### src/hdl/assert_macros.svh
// ----------------------------------------------------------------------------
// assert_macros.svh
// Clocked assertion macros shared by the RTL; empty under synthesis.
// ----------------------------------------------------------------------------
`ifndef ASSERT_MACROS_SVH
`define ASSERT_MACROS_SVH

`ifndef SYNTHESIS

// Property checked at every rising edge, masked while reset is asserted.
`define ASSERT_CLK(label, clk, rst_n, prop) \
  label: assert property (@(posedge clk) disable iff (!rst_n) prop) \
    else $error("%m: assertion failed");

// Property checked at every rising edge, reset included.
`define ASSERT_CLK_NR(label, clk, prop) \
  label: assert property (@(posedge clk) prop) \
    else $error("%m: assertion failed");

`else

`define ASSERT_CLK(label, clk, rst_n, prop)
`define ASSERT_CLK_NR(label, clk, prop)

`endif

`endif

### src/hdl/lpck_pkg.sv
// ----------------------------------------------------------------------------
// lpck_pkg
// Types and constants for the pixel colour key block.
// ----------------------------------------------------------------------------
package lpck_pkg;

  localparam int KEEP_SLOTS = 4;
  localparam int DROP_SLOTS = 2;

  localparam int CFG_IDX_W  = 3;
  localparam int CFG_DATA_W = 48;
  localparam int KEEP_CNT_W = 3;
  localparam int DROP_CNT_W = 2;

  // register indices
  localparam logic [CFG_IDX_W-1:0] CFG_TOLERANCE  = 3'd0;
  localparam logic [CFG_IDX_W-1:0] CFG_LINE_ONLY  = 3'd1;
  localparam logic [CFG_IDX_W-1:0] CFG_KEEP_COUNT = 3'd2;
  localparam logic [CFG_IDX_W-1:0] CFG_KEEP_LOW   = 3'd3;
  localparam logic [CFG_IDX_W-1:0] CFG_KEEP_HIGH  = 3'd4;
  localparam logic [CFG_IDX_W-1:0] CFG_DROP_COUNT = 3'd5;
  localparam logic [CFG_IDX_W-1:0] CFG_DROP_COLS  = 3'd6;

  // result codes
  localparam logic [7:0] ALPHA_KEEP  = 8'd255;
  localparam logic [7:0] ALPHA_DROP  = 8'd0;
  localparam logic [7:0] ALPHA_OTHER = 8'd128;

  typedef struct packed {
    logic [7:0] red;
    logic [7:0] green;
    logic [7:0] blue;
  } rgb_t;

  typedef struct packed {
    logic [7:0]                  tolerance;
    logic                        line_only;
    logic [KEEP_CNT_W-1:0]       keep_count;
    rgb_t [KEEP_SLOTS-1:0]       keep_colors;
    logic [DROP_CNT_W-1:0]       drop_count;
    rgb_t [DROP_SLOTS-1:0]       drop_colors;
  } cfg_t;

endpackage

### src/hdl/lpck_cfg_regs.sv
// ----------------------------------------------------------------------------
// lpck_cfg_regs
// Configuration register file: tolerance, mode, key colour tables.
// ----------------------------------------------------------------------------
module lpck_cfg_regs (
  input  logic                           clk,
  input  logic                           rst_n,
  input  logic                           cfg_we,
  input  logic [lpck_pkg::CFG_IDX_W-1:0]  cfg_index,
  input  logic [lpck_pkg::CFG_DATA_W-1:0] cfg_wdata,
  output lpck_pkg::cfg_t                 cfg
);
  import lpck_pkg::*;

  logic [7:0]            tol_r;
  logic                  line_only_r;
  logic [KEEP_CNT_W-1:0] keep_cnt_r;
  logic [47:0]           keep_lo_r;
  logic [47:0]           keep_hi_r;
  logic [DROP_CNT_W-1:0] drop_cnt_r;
  logic [47:0]           drop_cols_r;

  always_ff @(posedge clk) begin
    if (!rst_n) begin
      tol_r       <= '0;
      line_only_r <= 1'b0;
      keep_cnt_r  <= '0;
      keep_lo_r   <= '0;
      keep_hi_r   <= '0;
      drop_cnt_r  <= '0;
      drop_cols_r <= '0;
    end else if (cfg_we) begin
      case (cfg_index)
        CFG_TOLERANCE:  tol_r       <= cfg_wdata[7:0];
        CFG_LINE_ONLY:  line_only_r <= cfg_wdata[0];
        CFG_KEEP_COUNT: keep_cnt_r  <= cfg_wdata[KEEP_CNT_W-1:0];
        CFG_KEEP_LOW:   keep_lo_r   <= cfg_wdata[47:0];
        CFG_KEEP_HIGH:  keep_hi_r   <= cfg_wdata[47:0];
        CFG_DROP_COUNT: drop_cnt_r  <= cfg_wdata[DROP_CNT_W-1:0];
        CFG_DROP_COLS:  drop_cols_r <= cfg_wdata[47:0];
        default: begin
        end
      endcase
    end
  end

  always_comb begin
    cfg.tolerance      = tol_r;
    cfg.line_only      = line_only_r;
    cfg.keep_count     = keep_cnt_r;
    cfg.keep_colors[0] = rgb_t'(keep_lo_r[23:0]);
    cfg.keep_colors[1] = rgb_t'(keep_lo_r[47:24]);
    cfg.keep_colors[2] = rgb_t'(keep_hi_r[23:0]);
    cfg.keep_colors[3] = rgb_t'(keep_hi_r[47:24]);
    cfg.drop_count     = drop_cnt_r;
    cfg.drop_colors[0] = rgb_t'(drop_cols_r[23:0]);
    cfg.drop_colors[1] = rgb_t'(drop_cols_r[47:24]);
  end

endmodule

### src/hdl/lpck_color_cmp.sv
// ----------------------------------------------------------------------------
// lpck_color_cmp
// One colour comparator: all three channels within tolerance of the key.
// ----------------------------------------------------------------------------
module lpck_color_cmp (
  input  lpck_pkg::rgb_t pix,
  input  lpck_pkg::rgb_t key,
  input  logic [7:0]     tol,
  output logic           hit
);
  import lpck_pkg::*;

  function automatic logic [7:0] abs_diff(input logic [7:0] a, input logic [7:0] b);
    return (a > b) ? (a - b) : (b - a);
  endfunction

  assign hit = (abs_diff(pix.red,   key.red)   <= tol)
            && (abs_diff(pix.green, key.green) <= tol)
            && (abs_diff(pix.blue,  key.blue)  <= tol);

endmodule

### src/hdl/lpck_classify.sv
// ----------------------------------------------------------------------------
// lpck_classify
// Parallel keep/drop comparators and the alpha decision.
// ----------------------------------------------------------------------------
module lpck_classify #(
  parameter int KEEP_LANES = 4,
  parameter int DROP_LANES = 2
) (
  input  lpck_pkg::cfg_t cfg,
  input  lpck_pkg::rgb_t pix,
  input  logic [7:0]     alpha,
  output logic [7:0]     mark
);
  import lpck_pkg::*;

  logic [KEEP_LANES-1:0] keep_match;
  logic [KEEP_LANES-1:0] keep_en;
  logic [DROP_LANES-1:0] drop_match;
  logic [DROP_LANES-1:0] drop_en;
  logic                  keep_hit;
  logic                  drop_hit;
  logic                  clear_pix;

  for (genvar i = 0; i < KEEP_LANES; i++) begin : g_keep
    lpck_color_cmp u_cmp (
      .pix (pix),
      .key (cfg.keep_colors[i]),
      .tol (cfg.tolerance),
      .hit (keep_match[i])
    );
    assign keep_en[i] = cfg.keep_count > KEEP_CNT_W'(i);
  end

  for (genvar j = 0; j < DROP_LANES; j++) begin : g_drop
    lpck_color_cmp u_cmp (
      .pix (pix),
      .key (cfg.drop_colors[j]),
      .tol (cfg.tolerance),
      .hit (drop_match[j])
    );
    assign drop_en[j] = cfg.drop_count > DROP_CNT_W'(j);
  end

  assign keep_hit  = |(keep_match & keep_en);
  assign drop_hit  = |(drop_match & drop_en);
  assign clear_pix = (alpha == 8'd0) || (pix == rgb_t'(24'hFF_FFFF));

  always_comb begin
    if (keep_hit) begin
      mark = ALPHA_KEEP;
    end else if (cfg.line_only || drop_hit || clear_pix) begin
      mark = ALPHA_DROP;
    end else begin
      mark = ALPHA_OTHER;
    end
  end

endmodule

### src/hdl/line_pixel_color_key_top.sv
// ----------------------------------------------------------------------------
// line_pixel_color_key_top
// RGB colour key with tolerance: classifies each pixel into an alpha mark.
//
//   Channel  Ports                                  Dir  Beat
//   in       in_valid/in_stall, in_red..in_alpha    in   one RGBA pixel
//   out      out_valid/out_stall, out_mark_alpha    out  one 8-bit mark
//   cfg      cfg_we, cfg_index, cfg_wdata           in   one register write
//
// Each input beat passes the pixel register, the single comparator bank
// and the result register; one pixel per clock while out_stall is low.
// Synchronous active-low reset clears both valids and the configuration
// registers; the pixel and mark registers are not reset.
// out_stall holds the result register; the pixel register keeps taking
// beats until both stages are full.
// ----------------------------------------------------------------------------
module line_pixel_color_key_top #(
  parameter int MAX_KEEP = 4,
  parameter int MAX_DROP = 2
) (
  input  logic                            clk,
  input  logic                            rst_n,
  input  logic                            cfg_we,
  input  logic [lpck_pkg::CFG_IDX_W-1:0]  cfg_index,
  input  logic [lpck_pkg::CFG_DATA_W-1:0] cfg_wdata,
  input  logic                            in_valid,
  output logic                            in_stall,
  input  logic [7:0]                      in_red,
  input  logic [7:0]                      in_green,
  input  logic [7:0]                      in_blue,
  input  logic [7:0]                      in_alpha,
  output logic                            out_valid,
  input  logic                            out_stall,
  output logic [7:0]                      out_mark_alpha
);
  import lpck_pkg::*;

  `include "assert_macros.svh"

  localparam int KEEP_LANES = (MAX_KEEP < KEEP_SLOTS) ? MAX_KEEP : KEEP_SLOTS;
  localparam int DROP_LANES = (MAX_DROP < DROP_SLOTS) ? MAX_DROP : DROP_SLOTS;

  cfg_t       cfg;
  rgb_t       pix_r;
  logic [7:0] alpha_r;
  logic       s1_vld_r;
  logic       s1_vld_nxt;
  logic [7:0] mark_nxt;
  logic [7:0] mark_r;
  logic       out_vld_r;
  logic       out_vld_nxt;
  logic       s1_ld;
  logic       s2_ld;

  lpck_cfg_regs u_cfg (
    .clk       (clk),
    .rst_n     (rst_n),
    .cfg_we    (cfg_we),
    .cfg_index (cfg_index),
    .cfg_wdata (cfg_wdata),
    .cfg       (cfg)
  );

  lpck_classify #(
    .KEEP_LANES (KEEP_LANES),
    .DROP_LANES (DROP_LANES)
  ) u_cls (
    .cfg   (cfg),
    .pix   (pix_r),
    .alpha (alpha_r),
    .mark  (mark_nxt)
  );

  assign s2_ld    = !out_vld_r || !out_stall;
  assign s1_ld    = !s1_vld_r || s2_ld;
  assign in_stall = !s1_ld;

  assign s1_vld_nxt  = s1_ld ? in_valid : s1_vld_r;
  assign out_vld_nxt = s2_ld ? s1_vld_r : out_vld_r;

  always_ff @(posedge clk) begin
    if (!rst_n) begin
      s1_vld_r  <= 1'b0;
      out_vld_r <= 1'b0;
    end else begin
      s1_vld_r  <= s1_vld_nxt;
      out_vld_r <= out_vld_nxt;
    end
  end

  always_ff @(posedge clk) begin
    if (in_valid && s1_ld) begin
      pix_r   <= '{red: in_red, green: in_green, blue: in_blue};
      alpha_r <= in_alpha;
    end
    if (s2_ld && s1_vld_r) begin
      mark_r <= mark_nxt;
    end
  end

  assign out_valid      = out_vld_r;
  assign out_mark_alpha = mark_r;

  `ASSERT_CLK(a_stall_only_full, clk, rst_n,
    in_stall |-> (s1_vld_r && out_vld_r && out_stall))
  `ASSERT_CLK(a_in_beat_taken, clk, rst_n,
    (in_valid && !in_stall) |=> s1_vld_r)
  `ASSERT_CLK(a_stage_moves, clk, rst_n,
    (s1_vld_r && s2_ld) |=> out_vld_r)
  `ASSERT_CLK(a_line_only_codes, clk, rst_n,
    (out_vld_r && cfg.line_only) |->
      (mark_r == ALPHA_KEEP || mark_r == ALPHA_DROP))

endmodule
### config.mk
export PLATFORM = sky130hd
export DESIGN_NAME = line_pixel_color_key_top
export DESIGN_NICKNAME = d
export VERILOG_FILES = /design/src/hdl/lpck_pkg.sv /design/src/hdl/lpck_cfg_regs.sv /design/src/hdl/lpck_color_cmp.sv /design/src/hdl/lpck_classify.sv /design/src/hdl/line_pixel_color_key_top.sv
export VERILOG_INCLUDE_DIRS = /design/src /design/src/hdl
export SDC_FILE = /design/constraint.sdc
export NUM_CORES = 1
export LEC_CHECK = 0
export BUFFER_PORTS_ARGS = -buffer_cell sky130_fd_sc_hd__buf_2
export CAP_MARGIN = 25
export CORE_ASPECT_RATIO = 1.4
export CORE_MARGIN = 5
export CORE_UTILIZATION = 50
export DETAILED_ROUTE_END_ITERATION = 10
export PLACE_DENSITY = 0.67
export SYNTH_ARGS = -nofsm -noshare
export SYNTH_HDL_FRONTEND = slang
export SYNTH_SLANG_ARGS = --single-unit
### constraint.sdc
create_clock -name clk -period 4.5 [get_ports clk]
set_input_delay 0.45 -clock clk [delete_from_list [all_inputs] [get_ports clk]]
set_output_delay 0.45 -clock clk [all_outputs]
set_load 0.02 [all_outputs]
* Word-level counts from Yosys, hierarchy flattened
Cells that the tools add are included.
Word-level totals: output and inout port bits 10, flip-flop bits (word level) 200
Cells by class: add/sub/neg operators 36, eq/ne operators 7, bitwise gates (word level) 2, mux-type cells 19, order comparisons 42, reductions and logical operators 34
Operators by type and width (number):
- $sub A8 B8 Y8 | 36
- $mux W8 | 19
- $gt A8 B8 Y1 | 18
- $le A8 B8 Y1 | 18
- $eq A24 B24 Y1 const B | 1
- $logic_and A1 B1 Y1 | 14
- $reduce_and A2 Y1 | 7
- $eq A3 B3 Y1 const B | 3
- $logic_not A8 Y1 | 1
- $eq A3 B2 Y1 const B | 2
- $gt A3 B1 Y1 const B | 2
- $gt A3 B2 Y1 const B | 2
- $logic_or A1 B1 Y1 | 5
- $and A4 B4 Y4 | 1
- $gt A2 B1 Y1 const B | 2
- $logic_not A1 Y1 | 4
- $reduce_or A4 Y1 | 1
- $eq A3 B1 Y1 const B | 1
- $logic_not A3 Y1 | 1
- $and A2 B2 Y2 | 1
- $reduce_or A2 Y1 | 1

* Depth between registers and ports, before layout
depth in word-level cells 10, depth in mapped cells 19, gate-level depth less buffers 19

* Cells and area by module
Synthesis repeated with hierarchy kept, for this count alone.
Unflattened totals: cell total of the unflattened synthesis 2599, area, all modules 22435.3 um^2
Modules (own cells, without submodules):
- lpck_color_cmp at u_cls.g_drop[0].u_cmp ... | cells each 325, instances 3, area an instance 2527.4 um^2, seq. area each 0.0 um^2
- lpck_cfg_regs | cells each 571, instances 1, area an instance 5814.3 um^2, seq. area each 3163.0 um^2
- lpck_color_cmp at u_cls.g_drop[1].u_cmp | cells each 326, instances 1, area an instance 2536.2 um^2, seq. area each 0.0 um^2
- lpck_color_cmp at u_cls.g_keep[0].u_cmp | cells each 325, instances 1, area an instance 2523.7 um^2, seq. area each 0.0 um^2
- lpck_color_cmp at u_cls.g_keep[3].u_cmp | cells each 327, instances 1, area an instance 2522.4 um^2, seq. area each 0.0 um^2
- line_pixel_color_key_top | cells each 48, instances 1, area an instance 1285.0 um^2, seq. area each 1241.2 um^2
- lpck_classify | cells each 27, instances 1, area an instance 171.4 um^2, seq. area each 0.0 um^2

* Worst setup path before layout
No wires, ideal clock.
kind flip-flop to flip-flop, start point reg pix_r[8] (netlist bit), end point reg mark_r[7] (netlist: out_mark_alpha[7]) (data pin), library setup time 256 ps, stages on the path, launching flop included 20, data required time 4244 ps, arrival 3670 ps, path slack 574 ps, clock period less this slack 3926 ps, cell sequence edfxtp_1 -> inv_1 -> ha_1 -> inv_1 -> fa_1 -> nand3_1 -> a21oi_1 -> o31ai_4 -> mux2_2 -> o21ai_0 -> a21oi_1 -> xnor2_1 -> ha_1 -> nand4_1 -> nor2b_1 -> o211ai_1 -> and3_1 -> o211ai_1 -> nand4_1 -> a31o_2
Between the ends: elaborated cells on any way between the ends 51, those cells by class add/sub: 12; order compare: 12; eq/ne: 1; mux: 7; bitwise: 2; reduce/logical: 17
RTL lines:
- start, declared | line line_pixel_color_key_top.sv:44 | rgb_t pix_r;
- start signal, assigned | line line_pixel_color_key_top.sv:93 | pix_r <= '{red: in_red, green: in_green, blue: in_blue};
- $sub A8 B8 Y8 / $gt A8 B8 Y1 (equally long branches) | line lpck_color_cmp.sv:14 | return (a > b) ? (a - b) : (b - a);
- $mux W8 | line lpck_color_cmp.sv:14
- $le A8 B8 Y1 | line lpck_color_cmp.sv:18 | && (abs_diff(pix.green, key.green) <= tol)
- $logic_and A1 B1 Y1 | line lpck_color_cmp.sv:18
- $logic_and A1 B1 Y1 | line lpck_color_cmp.sv:19 | && (abs_diff(pix.blue, key.blue) <= tol);
- $and A4 B4 Y4 (*) | line lpck_classify.sv:44 | assign keep_hit = |(keep_match & keep_en);
- $reduce_or A4 Y1 (*) | line lpck_classify.sv:44
- net u_cls.keep_hit | line lpck_classify.sv:20 | logic keep_hit;
- end signal, assigned | line line_pixel_color_key_top.sv:97 | mark_r <= mark_nxt;
- end, declared | line line_pixel_color_key_top.sv:49 | logic [7:0] mark_r;
The timed path passes the listed nets; every way through them passes the cells marked *. A chain may end at the register's enable or synchronous reset.

* Worst setup path after layout
start point reg pix_r[16] (netlist bit), end point reg mark_r[7] (netlist: out_mark_alpha[7]) (data pin)
Between the ends: longest elaborated chain between the ends 10, elaborated cells on any way between the ends 51, those cells by class add/sub: 12; order compare: 12; eq/ne: 1; mux: 7; bitwise: 2; reduce/logical: 17
Ends and longest elaborated chain:
- $sub A8 B8 Y8 / $gt A8 B8 Y1 (equally long branches) | line lpck_color_cmp.sv:14
- $mux W8 | line lpck_color_cmp.sv:14
- $le A8 B8 Y1 | line lpck_color_cmp.sv:17 | assign hit = (abs_diff(pix.red, key.red) <= tol)
- $logic_and A1 B1 Y1 | line lpck_color_cmp.sv:18
- $logic_and A1 B1 Y1 | line lpck_color_cmp.sv:19
- $and A2 B2 Y2 | line lpck_classify.sv:45 | assign drop_hit = |(drop_match & drop_en);
- $reduce_or A2 Y1 | line lpck_classify.sv:45
- $logic_or A1 B1 Y1 (2 in a row) | line lpck_classify.sv:51 | end else if (cfg.line_only || drop_hit || clear_pix) begin
- $mux W8 | line lpck_classify.sv:51
Parallel ways exist; a longest one is shown, timed or not.

==> impl_results.md <==
* Status: completed
* Final wirelength at 72200 um
* Reported leakage power at 10.0 nW
* Critical Path Most Common Cell: buf_4
* Async SR Flop Fraction at 0
* Synth-to-layout area growth at 11.1%
* Share of layout cells above drive strength 1 at 0.128
* Synth top area cells: ha_1 (24%), dfxtp_1 (15%), nand2_1 (6.5%)
* Synth area leader: ha_1
* Vias in the first global route at 20300
* Slew HR at 0.293
* Yosys reg bits at 194
* Core area at 0.0432 mm2
* Clk buf depth at 2
* Cells after Synth at 2657
* Worst Hold Class: primary input to register
* Place WS at -0.227 ns
* DR pass1 iterations at 5
* Synth Cell Area at 0.0219 mm2
* CTS H-tree lvls at 4
* Die Y at 257 um
* Metal1 wirelength at 28300 um
* Row cnt at 90
* Worst path arrival time at 4.58 ns
* Final hold violation count at 0
* GRT overflow at 0
* CTS Hold Buffers Added at 0
* Fin. max-slew vios at 0
* DR WL met3 at 3200 um
* Max Clk Rate at 231 MHz
* Critical path class: register to register
* IO Count at 98
* CP startpoint kind: register
* Slew of the pin with the lowest slew margin at 1.06 ns
* Synth top area share at 0.237
* CP Cell Sequence: inv_1 -> buf_4 -> ha_1 -> inv_1 -> fa_1 -> nand3_1 -> a21oi_1 -> o21bai_1 -> buf_4 -> mux2i_4 -> o21ai_0 -> a31oi_1 -> xnor2_1 -> ha_1 -> nand4_1 -> a21oi_1 -> a2111oi_4 -> buf_4 -> o221ai_1 -> a31o_2
* Final #Nets at 3342
* Highest Signal Layer: met5
* Setup violations, final at 0
* CTS clock-pin slew for the worst setup and hold paths at 0.08 ns
* Global-route wire length before repair at 111000 um
* Distinct cells, synth at 72
* Fin crit period at 4.33 ns
* Critical path capture point type: register
* Met2 Wirelength at 37100 um
* Gr usage total at 0.291
* CP max-delay cell: edfxtp_1
* Drc violations at 0
* Max_cap viols at 0
* Drt wl/cell at 21.4 um
* Via/cell ratio at 5.95
* Root Driver: clkbuf_16
* Sequential share of the synthesized area at 0.193
* Port bufs at 97
* Die ar. at 0.0481 mm2
* Antenna Nets Post-Route at 0
* TNS Setup at 0 ns
* CP required at 4.75 ns
* Syn avg cell area at 8.23 um2
* Number of flops mapped to enable cells by yosys at 34
* Clock sink count at 194
* CTS tree: yes
* Fillers at 4093
* CP max FO at 8
* Initial drt markers at 1331
* Crit share post-route at 0.963
* Syn nets at 3195
* Worst setup margin at 0.168 ns
* Synthesis Warnings at 0
* RePlAce Congestion at 0.988
* Clock Latency Late Sink at 0.48 ns
* Initial Utilization at 0.506
* Commonest cells in the netlist: ha_1 (414), nand2_1 (376), inv_1 (245)
* Most common cell in the netlist: ha_1
* Synth Flop Type: dfxtp_1
* Initial antenna violation count at 3
* Largest net degree at the start of global routing at 109
* Die span in x at 187 um
* DR vias at 20100
* Final worst clock skew at 0.0143 ns
* Cell Pwr Density at 238 mW/mm2
* CP peak stage delay at 0.40 ns
* Peak VDD IR at 0.000302 V
* HPWL Detailed at 55100 um
* Number of buffers created by CTS at 17
==> repair_timing <==
item	in CTS	in global routing
setup buffers	0	29
setup endpoints to repair	1	2
gates resized for setup	4	19
gates cloned	0	1
pin swaps	0	6
endpoints found under the hold margin	0	0
==> logic make-up (layout without fill, tap and decap cells) <==
kind of cell | Yosys count | after routing | share of synthesized area
adders and majority gates | 450 | 450 | 0.270
muxes | 109 | 109 | 0.0533
and+or+nand+nor | 758 | 758 | 0.165
xor gates and xnor gates | 94 | 94 | 0.0376
AOI/OAI and AO/OA | 703 | 704 | 0.216
other | 0 | 2 | 0
buffers and inverters | 349 | 508 | 0.0649
DFF | 194 | 194 | 0.193
==> registers in the layout, summed over array words and instances, names as in the netlist <==
| signal | flops |
|---|---|
| u_cfg.keep_hi_r | 48 |
| u_cfg.keep_cnt_r | 3 |
| u_cfg.tol_r | 8 |
| out_mark_alpha | 2 |
| s1_vld_r | 1 |
| u_cfg.drop_cnt_r | 2 |
| u_cfg.keep_lo_r | 48 |
| alpha_r | 8 |
| out_valid | 1 |
| pix_r | 24 |
| u_cfg.drop_cols_r | 48 |
| u_cfg.line_only_r | 1 |
==> per-layer routing <==
| metal | vias up | GRT usage |
|---|---|---|
| met1 | 9655 | 0.325 |
| met3 | 172 | 0.0369 |
| met4 | 2 | 0.144 |
| met5 | - | 0 |
| met2 | 589 | 0.541 |
| li1 | 9650 | - |
==> worst max-delay path, delay by kind of cell (launching register included) <==
family / cells / cell delay [ns]
AOI/OAI and AO/OA: 8 / 1.42
xor gates and xnor gates: 1 / 0.17
adders and majority gates: 3 / 0.82
buffers and inverters: 5 / 0.75
DFF: 1 / 0.40
muxes: 1 / 0.25
and+or+nand+nor: 2 / 0.29
==> final timing paths <==
kind	start	endpoint	slack (ns)	cells after the start
max	pix_r[16]	out_mark_alpha[7]	0.17	20
min reg2reg	u_cfg.keep_lo_r[31]	u_cfg.keep_lo_r[31]	0.46	2
max reg2reg	pix_r[16]	out_mark_alpha[7]	0.17	20
min	in_green[6]	pix_r[14]	0.14	1
==> power by group <==
group / switching [mW] / internal, mW / leakage (nW)
logic: 1.27 / 0.982 / 8.09
clock network: 0.818 / 0.837 / 0.290
registers: 0.0567 / 1.81 / 1.62
total: 2.15 / 3.63 / 10.0
==> through the flow <==
stage / utilization / power (mW) / std cells / area, um2 / hold slack [ns]
final: 0.562 / 5.78 / 3371 / 24300 / 0.137
after detailed placement: 0.540 / 4.07 / 3305 / 23400 / 0.457
after global routing: 0.562 / 6.12 / 3369 / 24300 / 0.117
after floorplan: - / 3.42 / 2657 / 21900 / 0.443
after CTS: 0.554 / 5.73 / 3337 / 24000 / 0.110
after global placement: 0.540 / 4.01 / 3305 / 23400 / 0.451
==> layout by cell type, fill, tap and decap left out, types with 25 or more instances in the layout <==
cell type  instances
a21o_1            43
o211ai_1          32
mux2i_1           66
buf_4            132
fa_1              36
o21ai_0           75
nor2b_1           43
o21bai_1          25
dfxtp_1          160
xor2_1            36
nand3_1           29
nand2_1          376
nand4_1           83
buf_2             96
xnor2_1           58
a31oi_1           26
nor2_1            91
edfxtp_1          34
mux2_2            36
inv_1            243
a21boi_0         154
a21oi_1          209
ha_1             411
==> area by class of cell <==
class | count | area, um2 | area share
timing repair buffer | 231 | 1520 | 0.0625
tap | 552 | 691 | 0.0284
inverter | 245 | 920 | 0.0378
clock buffer | 17 | 425 | 0.0175
multi-input combinational | 2115 | 16400 | 0.673
clock inverter | 15 | 171 | 0.00705
antenna | 2 | 5.00 | 0.000206
sequential | 194 | 4220 | 0.174
Power figures use the tool's default switching activity.
